<file path="config.mk">
export PLATFORM = sky130hd
export DESIGN_NAME = ac_ir_remote_frame_encoder_flat
export DESIGN_NICKNAME = d
export VERILOG_FILES = /design/src/design/acire_pkg.sv /design/src/design/acire_in_if.sv /design/src/design/acire_out_if.sv /design/src/design/acire_frame_build.sv /design/src/design/acire_seq.sv /design/src/design/acire_skid.sv /design/src/design/ac_ir_remote_frame_encoder.sv /design/src/flat_wrapper.sv
export SDC_FILE = /design/constraint.sdc
export NUM_CORES = 1
export LEC_CHECK = 0
export ABC_AREA = 1
export ABC_CLOCK_PERIOD_IN_PS = 12300
export BUFFER_PORTS_ARGS = -buffer_cell sky130_fd_sc_hd__buf_4
export CAP_MARGIN = 20
export CORE_ASPECT_RATIO = 1.75
export CORE_MARGIN = 3
export CORE_UTILIZATION = 63
export CTS_CLUSTER_SIZE = 24
export DETAILED_ROUTE_END_ITERATION = 6
export GPL_TIMING_DRIVEN = 0
export PLACE_DENSITY = 0.82
export SYNTH_ARGS = -nofsm -noshare
export SYNTH_HDL_FRONTEND = slang
export SYNTH_HIERARCHICAL = 1
export SYNTH_SLANG_ARGS = --single-unit
export TNS_END_PERCENT = 100
</file>
<file path="constraint.sdc">
create_clock -name clk -period 12.3 [get_ports clk]
set_input_delay 3.075 -clock clk [delete_from_list [all_inputs] [get_ports clk]]
set_output_delay 3.075 -clock clk [all_outputs]
set_load 0.02 [all_outputs]
</file>
<file path="src/design/acire_pkg.sv">
// shared types, constants and code tables of the ir remote frame encoder
package acire_pkg;

  localparam int FRAME_BYTES_DEF   = 9;
  localparam int FRAME_REPEATS_DEF = 2;

  localparam int CFG_AW = 3;
  localparam int CFG_DW = 16;

  // register indexes of the configuration port
  typedef enum logic [CFG_AW-1:0] {
    REG_LEAD_MARK  = 3'd0,
    REG_LEAD_SPACE = 3'd1,
    REG_PULSE_MARK = 3'd2,
    REG_SPACE_ONE  = 3'd3,
    REG_SPACE_ZERO = 3'd4,
    REG_GAP_SPACE  = 3'd5,
    REG_TEMP_FLOOR = 3'd6,
    REG_TEMP_CEIL  = 3'd7
  } reg_idx_t;

  localparam logic [15:0] LEAD_MARK_RST  = 16'd4400;
  localparam logic [15:0] LEAD_SPACE_RST = 16'd4300;
  localparam logic [15:0] PULSE_MARK_RST = 16'd580;
  localparam logic [15:0] SPACE_ONE_RST  = 16'd1600;
  localparam logic [15:0] SPACE_ZERO_RST = 16'd490;
  localparam logic [15:0] GAP_SPACE_RST  = 16'd7400;
  localparam logic [7:0]  TEMP_FLOOR_RST = 8'd17;
  localparam logic [7:0]  TEMP_CEIL_RST  = 8'd30;

  // fixed frame bytes
  localparam logic [7:0] FRAME_ID     = 8'hF2;
  localparam logic [7:0] MODEL_BASE   = 8'h03;
  localparam logic [7:0] FRAME_CONST4 = 8'h01;
  localparam logic [2:0] MODE_MAX     = 3'd5;
  localparam logic [2:0] MODE_COOL    = 3'd1;
  localparam logic [2:0] MODE_OFF     = 3'd0;
  localparam logic [2:0] FAN_MAX      = 3'd3;
  localparam logic [2:0] SWING_ON_CODE  = 3'd1;
  localparam logic [2:0] SWING_OFF_CODE = 3'd2;
  localparam logic [2:0] VANE_TOGGLE_CODE = 3'd4;
  localparam logic [2:0] VANE_STEP_CODE   = 3'd0;
  localparam logic [1:0] TOGGLE_BTN_MAX = 2'd2;
  localparam logic [1:0] EXTRA_BTN_MAX  = 2'd1;
  localparam logic [1:0] BTN_POWER_OFF  = 2'd0;

  localparam logic OP_SUBMIT  = 1'b0;
  localparam logic OP_ADVANCE = 1'b1;

  typedef enum logic [1:0] {
    KIND_STATE  = 2'd0,
    KIND_TOGGLE = 2'd1,
    KIND_EXTRA  = 2'd2,
    KIND_NONE   = 2'd3
  } kind_t;

  typedef enum logic [1:0] {
    ST_DURATION = 2'd0,
    ST_ACCEPTED = 2'd1,
    ST_REJECTED = 2'd2,
    ST_IDLE     = 2'd3
  } status_t;

  typedef struct packed {
    logic       op;
    logic [1:0] kind;
    logic [2:0] mode_sel;
    logic [2:0] fan_sel;
    logic [7:0] setpoint;
    logic [3:0] model_sel;
    logic       swing_on;
    logic       filter_on;
    logic [1:0] button;
  } in_item_t;

  typedef struct packed {
    logic [1:0]  status;
    logic        level;
    logic [15:0] duration_us;
    logic        last;
  } out_item_t;

  typedef struct packed {
    logic [15:0] lead_mark;
    logic [15:0] lead_space;
    logic [15:0] pulse_mark;
    logic [15:0] space_one;
    logic [15:0] space_zero;
    logic [15:0] gap_space;
    logic [7:0]  temp_floor;
    logic [7:0]  temp_ceil;
  } enc_cfg_t;

  // mode code on the air, index already clamped to 0..5
  function automatic logic [2:0] mode_code(input logic [2:0] m);
    logic [2:0] c;
    unique case (m)
      3'd0:    c = 3'd7;
      3'd1:    c = 3'd1;
      3'd2:    c = 3'd0;
      3'd3:    c = 3'd2;
      3'd4:    c = 3'd3;
      3'd5:    c = 3'd4;
      default: c = 3'd7;
    endcase
    return c;
  endfunction

  function automatic logic [2:0] fan_code(input logic [1:0] f);
    logic [2:0] c;
    unique case (f)
      2'd0:    c = 3'd0;
      2'd1:    c = 3'd1;
      2'd2:    c = 3'd3;
      default: c = 3'd5;
    endcase
    return c;
  endfunction

endpackage

</file>
<file path="src/design/acire_in_if.sv">
// input item channel
interface acire_in_if import acire_pkg::*; ();
  logic     valid;
  logic     ready;
  in_item_t data;

  modport source (output valid, output data, input ready);
  modport sink   (input valid, input data, output ready);
endinterface

</file>
<file path="src/design/acire_out_if.sv">
// result item channel
interface acire_out_if import acire_pkg::*; ();
  logic      valid;
  logic      ready;
  out_item_t data;

  modport source (output valid, output data, input ready);
  modport sink   (input valid, input data, output ready);
endinterface

</file>
<file path="src/design/acire_frame_build.sv">
// command check, field clamping and frame assembly with checksum
module acire_frame_build import acire_pkg::*; #(
  parameter int FRAME_BYTES = FRAME_BYTES_DEF
) (
  input  in_item_t               item,
  input  logic [7:0]             temp_floor,
  input  logic [7:0]             temp_ceil,
  output logic                   cmd_ok,
  output logic [0:FRAME_BYTES*8-1] frame
);

  logic       power;
  logic [2:0] swing;
  logic [2:0] mode;
  logic [1:0] fan;
  logic       model;
  logic [7:0] t_lo;
  logic [7:0] t_cl;
  logic [7:0] t_diff;
  logic [7:0] b [0:7];
  logic [7:0] chk;

  always_comb begin
    power  = 1'b1;
    swing  = item.swing_on ? SWING_ON_CODE : SWING_OFF_CODE;
    cmd_ok = 1'b0;
    unique case (kind_t'(item.kind))
      KIND_STATE: begin
        cmd_ok = (item.mode_sel != MODE_OFF) && (item.mode_sel <= MODE_MAX);
      end
      KIND_TOGGLE: begin
        cmd_ok = item.button <= TOGGLE_BTN_MAX;
        power  = item.button != BTN_POWER_OFF;
      end
      KIND_EXTRA: begin
        cmd_ok = item.button <= EXTRA_BTN_MAX;
        swing  = (item.button != 2'd0) ? VANE_TOGGLE_CODE : VANE_STEP_CODE;
      end
      default: cmd_ok = 1'b0;
    endcase

    mode = (item.mode_sel <= MODE_MAX) ? item.mode_sel : MODE_COOL;
    if (!power) mode = MODE_OFF;
    fan   = (item.fan_sel <= FAN_MAX) ? item.fan_sel[1:0] : 2'd0;
    model = (item.model_sel <= 4'd1) ? item.model_sel[0] : 1'b0;

    // floor first, then ceiling wins
    t_lo   = (item.setpoint < temp_floor) ? temp_floor : item.setpoint;
    t_cl   = (t_lo > temp_ceil) ? temp_ceil : t_lo;
    t_diff = t_cl - temp_floor;

    b[0] = FRAME_ID;
    b[1] = ~FRAME_ID;
    b[2] = MODEL_BASE | {3'd0, model, 4'd0};
    b[3] = ~b[2];
    b[4] = FRAME_CONST4;
    b[5] = {t_diff[3:0], 1'b0, swing};
    b[6] = {fan_code(fan), 2'd0, mode_code(mode)};
    b[7] = {3'd0, item.filter_on, 4'd0};

    chk = 8'd0;
    for (int i = 0; i < FRAME_BYTES - 1; i++) begin
      frame[8*i +: 8] = b[i];
      chk ^= b[i];
    end
    frame[8*(FRAME_BYTES-1) +: 8] = chk;
  end

endmodule

</file>
<file path="src/design/acire_seq.sv">
// frame store and mark/space sequencer, one result per accepted item
module acire_seq import acire_pkg::*; #(
  parameter int FRAME_BYTES   = FRAME_BYTES_DEF,
  parameter int FRAME_REPEATS = FRAME_REPEATS_DEF
) (
  input  logic      clk,
  input  logic      rst_n,
  input  logic      take,
  input  in_item_t  item,
  input  enc_cfg_t  cfg,
  output out_item_t res
);

  localparam int NBITS     = FRAME_BYTES * 8;
  localparam int PASS_LEN  = 2 + 16 * FRAME_BYTES;
  localparam int BLOCK_LEN = PASS_LEN + 2;
  localparam int QW        = $clog2(BLOCK_LEN);
  localparam int RW        = (FRAME_REPEATS > 1) ? $clog2(FRAME_REPEATS) : 1;
  localparam int BW        = $clog2(NBITS);

  logic [0:NBITS-1] frame_r;
  logic [QW-1:0]    q_r;
  logic [RW-1:0]    rep_r;
  logic             sending_r;

  logic [0:NBITS-1] new_frame;
  logic             cmd_ok;
  logic [QW-1:0]    k;
  logic [BW-1:0]    bit_idx;
  logic             is_last;
  logic             blk_end;

  acire_frame_build #(.FRAME_BYTES(FRAME_BYTES)) u_build (
    .item       (item),
    .temp_floor (cfg.temp_floor),
    .temp_ceil  (cfg.temp_ceil),
    .cmd_ok     (cmd_ok),
    .frame      (new_frame)
  );

  assign k       = q_r - QW'(2);
  assign bit_idx = BW'(k >> 1);
  assign is_last = (rep_r == RW'(FRAME_REPEATS - 1)) && (q_r == QW'(PASS_LEN));
  assign blk_end = q_r == QW'(BLOCK_LEN - 1);

  always_comb begin
    res = '0;
    if (item.op == OP_SUBMIT) begin
      res.status = cmd_ok ? ST_ACCEPTED : ST_REJECTED;
    end else if (!sending_r) begin
      res.status = ST_IDLE;
    end else begin
      res.status = ST_DURATION;
      priority if (is_last) begin
        res.level       = 1'b1;
        res.duration_us = cfg.pulse_mark;
        res.last        = 1'b1;
      end else if (q_r == QW'(0)) begin
        res.level       = 1'b1;
        res.duration_us = cfg.lead_mark;
      end else if (q_r == QW'(1)) begin
        res.duration_us = cfg.lead_space;
      end else if (q_r < QW'(PASS_LEN)) begin
        if (!k[0]) begin
          res.level       = 1'b1;
          res.duration_us = cfg.pulse_mark;
        end else begin
          res.duration_us = frame_r[bit_idx] ? cfg.space_one : cfg.space_zero;
        end
      end else if (q_r == QW'(PASS_LEN)) begin
        res.level       = 1'b1;
        res.duration_us = cfg.pulse_mark;
      end else begin
        res.duration_us = cfg.gap_space;
      end
    end
  end

  always_ff @(posedge clk) begin
    if (!rst_n) begin
      frame_r   <= '0;
      q_r       <= '0;
      rep_r     <= '0;
      sending_r <= 1'b0;
    end else if (take) begin
      if (item.op == OP_SUBMIT) begin
        if (cmd_ok) begin
          frame_r   <= new_frame;
          q_r       <= '0;
          rep_r     <= '0;
          sending_r <= 1'b1;
        end
      end else if (sending_r) begin
        if (is_last) begin
          sending_r <= 1'b0;
          q_r       <= '0;
          rep_r     <= '0;
        end else if (blk_end) begin
          q_r   <= '0;
          rep_r <= rep_r + RW'(1);
        end else begin
          q_r <= q_r + QW'(1);
        end
      end
    end
  end

endmodule

</file>
<file path="src/design/acire_skid.sv">
// two-entry result buffer: output register plus skid register
module acire_skid import acire_pkg::*; (
  input  logic      clk,
  input  logic      rst_n,
  input  logic      push_valid,
  output logic      push_ready,
  input  out_item_t push_data,
  output logic      pop_valid,
  input  logic      pop_ready,
  output out_item_t pop_data
);

  logic      out_v_r;
  out_item_t out_d_r;
  logic      sk_v_r;
  out_item_t sk_d_r;
  logic      push;

  assign push_ready = !sk_v_r;
  assign push       = push_valid && !sk_v_r;
  assign pop_valid  = out_v_r;
  assign pop_data   = out_d_r;

  always_ff @(posedge clk) begin
    if (!rst_n) begin
      out_v_r <= 1'b0;
      sk_v_r  <= 1'b0;
    end else if (!out_v_r || pop_ready) begin
      if (sk_v_r) begin
        out_d_r <= sk_d_r;
        out_v_r <= 1'b1;
        sk_v_r  <= 1'b0;
      end else begin
        out_d_r <= push_data;
        out_v_r <= push;
      end
    end else if (push) begin
      sk_d_r <= push_data;
      sk_v_r <= 1'b1;
    end
  end

endmodule

</file>
<file path="src/design/ac_ir_remote_frame_encoder.sv">
// top level of the pulse-distance ir frame encoder for an air conditioner remote
//
// a submit item (op 0) checks and clamps a command and, if valid, latches a new
// frame of FRAME_BYTES bytes (fixed id bytes, model, swing/vane and temperature,
// mode and fan, filter bit, xor checksum) and restarts transmission; it returns
// status accepted or rejected. each advance item (op 1) returns the next mark or
// space: per copy a header mark and space, then a bit mark and a one/zero space
// per bit msb first, with a bit mark and repeat gap between copies and a final
// bit mark flagged last. advance while idle returns status nothing-pending.
// every item gives exactly one result. one item is accepted per clock cycle
// while the output buffer has room. the sequencer position counter and the
// frame register are updated in the same cycle the item is taken, so
// back-to-back advances need no bubbles. a two-entry output buffer keeps the
// input side taking items while one result waits on a stalled consumer; input
// ready drops only when both entries are full. the user must write timing
// registers through the cfg port only while no item is in flight; the block
// does not check this. there is no clearing pass after reset.
module ac_ir_remote_frame_encoder import acire_pkg::*; #(
  parameter int FRAME_BYTES   = FRAME_BYTES_DEF,
  parameter int FRAME_REPEATS = FRAME_REPEATS_DEF
) (
  input  logic              clk,
  input  logic              rst_n,
  acire_in_if.sink          in_ch,
  acire_out_if.source       out_ch,
  input  logic              cfg_we,
  input  logic [CFG_AW-1:0] cfg_addr,
  input  logic [CFG_DW-1:0] cfg_wdata
);

  enc_cfg_t  cfg_r;
  out_item_t res;
  logic      take;

  // configuration registers, 8-bit ones keep the low byte
  always_ff @(posedge clk) begin
    if (!rst_n) begin
      cfg_r.lead_mark  <= LEAD_MARK_RST;
      cfg_r.lead_space <= LEAD_SPACE_RST;
      cfg_r.pulse_mark <= PULSE_MARK_RST;
      cfg_r.space_one  <= SPACE_ONE_RST;
      cfg_r.space_zero <= SPACE_ZERO_RST;
      cfg_r.gap_space  <= GAP_SPACE_RST;
      cfg_r.temp_floor <= TEMP_FLOOR_RST;
      cfg_r.temp_ceil  <= TEMP_CEIL_RST;
    end else if (cfg_we) begin
      unique case (reg_idx_t'(cfg_addr))
        REG_LEAD_MARK:  cfg_r.lead_mark  <= cfg_wdata;
        REG_LEAD_SPACE: cfg_r.lead_space <= cfg_wdata;
        REG_PULSE_MARK: cfg_r.pulse_mark <= cfg_wdata;
        REG_SPACE_ONE:  cfg_r.space_one  <= cfg_wdata;
        REG_SPACE_ZERO: cfg_r.space_zero <= cfg_wdata;
        REG_GAP_SPACE:  cfg_r.gap_space  <= cfg_wdata;
        REG_TEMP_FLOOR: cfg_r.temp_floor <= cfg_wdata[7:0];
        REG_TEMP_CEIL:  cfg_r.temp_ceil  <= cfg_wdata[7:0];
        default:        cfg_r.lead_mark  <= cfg_r.lead_mark;
      endcase
    end
  end

  // an item is taken whenever the output buffer has room
  assign take = in_ch.valid && in_ch.ready;

  acire_seq #(
    .FRAME_BYTES   (FRAME_BYTES),
    .FRAME_REPEATS (FRAME_REPEATS)
  ) u_seq (
    .clk   (clk),
    .rst_n (rst_n),
    .take  (take),
    .item  (in_ch.data),
    .cfg   (cfg_r),
    .res   (res)
  );

  acire_skid u_skid (
    .clk        (clk),
    .rst_n      (rst_n),
    .push_valid (in_ch.valid),
    .push_ready (in_ch.ready),
    .push_data  (res),
    .pop_valid  (out_ch.valid),
    .pop_ready  (out_ch.ready),
    .pop_data   (out_ch.data)
  );

endmodule
</file>
<file path="src/flat_wrapper.sv">
// flat-port wrapper written by rule: the top's interface ports become plain ports
module ac_ir_remote_frame_encoder_flat import acire_pkg::*;
#(
  parameter int FRAME_BYTES   = FRAME_BYTES_DEF,
  parameter int FRAME_REPEATS = FRAME_REPEATS_DEF
)
  (clk, rst_n, cfg_we, cfg_addr, cfg_wdata, in_ch_valid, in_ch_data, in_ch_ready, out_ch_valid, out_ch_data, out_ch_ready);
  acire_in_if in_ch_i ();
  acire_out_if out_ch_i ();
  input  logic clk;
  input  logic rst_n;
  input  logic cfg_we;
  input  logic [CFG_AW-1:0] cfg_addr;
  input  logic [CFG_DW-1:0] cfg_wdata;
  input wire logic [$bits(in_ch_i.valid)-1:0] in_ch_valid;
  input wire logic [$bits(in_ch_i.data)-1:0] in_ch_data;
  output wire logic [$bits(in_ch_i.ready)-1:0] in_ch_ready;
  output wire logic [$bits(out_ch_i.valid)-1:0] out_ch_valid;
  output wire logic [$bits(out_ch_i.data)-1:0] out_ch_data;
  input wire logic [$bits(out_ch_i.ready)-1:0] out_ch_ready;
  assign in_ch_i.valid = in_ch_valid;
  assign in_ch_i.data = in_ch_data;
  assign in_ch_ready = in_ch_i.ready;
  assign out_ch_valid = out_ch_i.valid;
  assign out_ch_data = out_ch_i.data;
  assign out_ch_i.ready = out_ch_ready;
  ac_ir_remote_frame_encoder #(.FRAME_BYTES(FRAME_BYTES), .FRAME_REPEATS(FRAME_REPEATS)) u_core (.clk(clk), .rst_n(rst_n), .in_ch(in_ch_i), .out_ch(out_ch_i), .cfg_we(cfg_we), .cfg_addr(cfg_addr), .cfg_wdata(cfg_wdata));
endmodule
</file>
==> flow_summary.yaml <==
yosys:
  avgSynthCellArea_um2: 7.22
  yosys.cell_types.count: 49
  netlist_area_um2: 12900
  yosys_warnings: 6
  synthCells: 1783
  synth-seq-area-share_pct: 39.8
  synth_edf_count: 40
  synth-main-ff-cell: "dfxtp_1"
  ys_seq_elements: 236
  async_flop_share_pct: 0
setup_path:
  startpoint_type: "primary input"
  critPathMaxStageDelay_ps: 330
  worstPathRequired_ps: 12680
  cp_num_buf_inv: 4
  cp.arrival_ps: 6590
  worstPathMaxFanout: 10
  cp-end-kind: "register"
  crit_top_cell: "nand2_1"
  critPathTopFamily: "compound AO/OA/AOI/OAI gates"
  critical_path.slowest_cell: "ha_1"
  critPathKind: "in -> reg"
grt:
  grt_antenna_before_repair: 0
  grt_max_degree: 21
  grt_pass1_vias: 12000
  grt_use_total_pct: 32.7
  gr-total-overflow: 0
  grt_pass1_wl_mm: 58.2
power_and_ir_drop:
  p_sw_w: 0.000473
  p_seq_share_pct: 46.2
  switching_share_pct: 26.2
  p_int_w: 0.00133
  p_clk_share_pct: 39.7
  combPwrFrac_pct: 14.1
  p_leak_nw: 6.56
  power.density_nw_per_um2: 123
  total_power_w: 0.00181
  ir_drop_mv: 0.144
drt:
  drt_iter0_drc: 861
  routed_via_density: 5.50
  ant_nets: 0
  drt_first_pass_iters: 6
  vias: 12000
  wl_per_cell_um: 16.6
  drc: 0
  routed_wl_mm: 36.3
sta:
  setup_viol: 0
  tns_ps: 0
  fmax_ghz: 0.161
  max_slew_margin_pct: 30.6
  rsz0062_at_grt: "no"
  period_needed_ps: 6220
  drv_slew: 0
  min_period_over_period_pct: 50.5
  hold_slack_ps: 445
  hold_violations: 0
  clock-skew-final_ps: 17.8
  finalWorstSetupSlack_ps: 6080
  worstMarginPinSlew_ps: 1040
status:
  status: "finished, final reports clean"
finish:
  fill_cells: 1712
  final_core_util_pct: 73.6
  seqCellArea_um2: 5120
  syn2layout_area_growth_pct: 13.9
  layout_commonest_cell: "nand2_1"
  drive_gt1_share_pct: 17.1
  final_cell_mix: "441 x nand2_1, 213 x nor2_1, 196 x dfxtp_1"
  multi_input_area_um2: 6360
  nets: 2000
  antenna_cells: 0
clocking:
  clock_sinks: 236
  cts_setup_buffers: 0
  cts-resized-gates: 0
  postCtsHoldBufs: 0
  cts_buffer_depth: 3
  clock_latency_ps: 520
  ctsRootBufferMaster: "clkbuf_16"
  cts_inserted_buffers: 23
  htree_levels: 1
  clkTransAtPathRegs_ps: 60
  cts_tree: "built"
floorplan:
  coreArea_um2: 19900
  die_w_um: 114
  num_rows: 68
  die-area_um2: 22200
  top_level_ports: 71
  initial_core_util_pct: 64.6
  die_h_um: 195
flow_run:
  maxCapViolations: 0
placement:
  place.port_buffers: 70
  place_hpwl_mm: 27.4
  gp_congestion: 0.995
  post-place-ws_ps: 5570
hold_path:
  hold_class: "reg -> reg"
-- layer usage --
metal | wire length (µm) | GRT usage [%] | share of wire, % | vias to the layer above
met5 | 0 | 0 | 0 | -
met4 | 3280 | 25.0 | 9.0 | 0
met3 | 1620 | 3.16 | 4.5 | 180
met2 | 19100 | 61.0 | 53 | 454
met1 | 12300 | 32.1 | 34 | 5489
li1 | - | - | - | 5915
-- through the flow --
stage / cell area, µm² / cells
6_report: 14600 / 2187
5_1_grt: 14600 / 2187
4_1_cts: 14600 / 2187
3_5_place_dp: 13900 / 2146
3_3_place_gp: 13900 / 2145
2_1_floorplan: 13000 / 1830
-- area by class of cell --
class / instances / share of cell area (%)
multi-input cells: 1290 / 43.4
flip-flops and latches: 236 / 35.0
plain buffers: 143 / 6.47
clock buffers: 30 / 4.24
inverters: 161 / 4.19
repair buffers: 71 / 3.66
well taps: 245 / 2.09
clock inverters: 11 / 0.922
-- worst paths after layout --
path | start | endpoint | slack [ps] | cells after the start
setup / recovery | in_ch_data[15] | u_core/u_seq/frame_r[64] | 6080 | 28
setup reg to reg | u_core/cfg_r[15] | u_core/u_seq/frame_r[64] | 8400 | 28
hold / removal | u_core/u_seq/frame_r[56] | u_core/u_seq/frame_r[56] | 440 | 2
hold reg to reg | u_core/u_seq/frame_r[56] | u_core/u_seq/frame_r[56] | 440 | 2
-- cells in the mapped netlist (all sizes together), types with 2 or more instances --
master,n,share of area [%]
nand4,3,0.19
nor4,2,0.097
nor3,52,2.0
o21a,2,0.13
nand2,463,14
clkbuf,30,0.88
inv,160,4.7
xor2,11,0.95
ha,24,2.3
xnor2,2,0.14
buf,112,6.4
o211ai,2,0.12
nand3,242,12
o21ai,94,3.8
nor2,230,7.6
conb,2,0.058
a21oi,106,4.2
dfxtp,196,30
edfxtp,40,9.3
-- logic make-up (layout without fill, tap and decap cells) --
family                     count (synthesis)  in the layout  synth area share [%]
adders and majority gates                 25             25                  2.49
and+or+nand+nor                          995            995                  35.8
other                                      2             49                0.0584
AOI/OAI and AO/OA                        208            208                  8.61
buffers and inverters                    304            416                  12.1
DFF                                      236            236                  39.8
xor gates and xnor gates                  13             13                  1.09
-- state kept, by name (all words and copies together) (netlist names) --
signal / cells
u_core/u_skid/sk_d_r: 20
u_core/u_skid/pop_valid: 1
u_core/u_skid/pop_data: 20
u_core/u_seq/rep_r: 1
u_core/cfg_r: 112
u_core/u_seq/frame_r: 72
u_core/u_skid/sk_v_r: 1
u_core/u_seq/q_r: 8
u_core/u_seq/sending_r: 1
-- worst register-to-register path, delay by kind of cell, from the launching register on --
| family | cells | cell delay, ps |
|---|---|---|
| AOI/OAI and AO/OA | 7 | 970 |
| and+or+nand+nor | 13 | 970 |
| adders and majority gates | 3 | 930 |
| buffers and inverters | 4 | 340 |
| DFF | 1 | 330 |
| xor gates and xnor gates | 1 | 240 |
-- power by group through the flow --
stage	logic (W)	clock network, W	registers [W]
floorplan	0.000171	0	0.000852
global placement	0.000243	0	0.000850
detailed placement	0.000251	0	0.000851
CTS	0.000252	0.000728	0.000834
global route	0.000285	0.000757	0.000837
finish	0.000255	0.000716	0.000835
No activity file was read; power rests on OpenSTA's default activity.
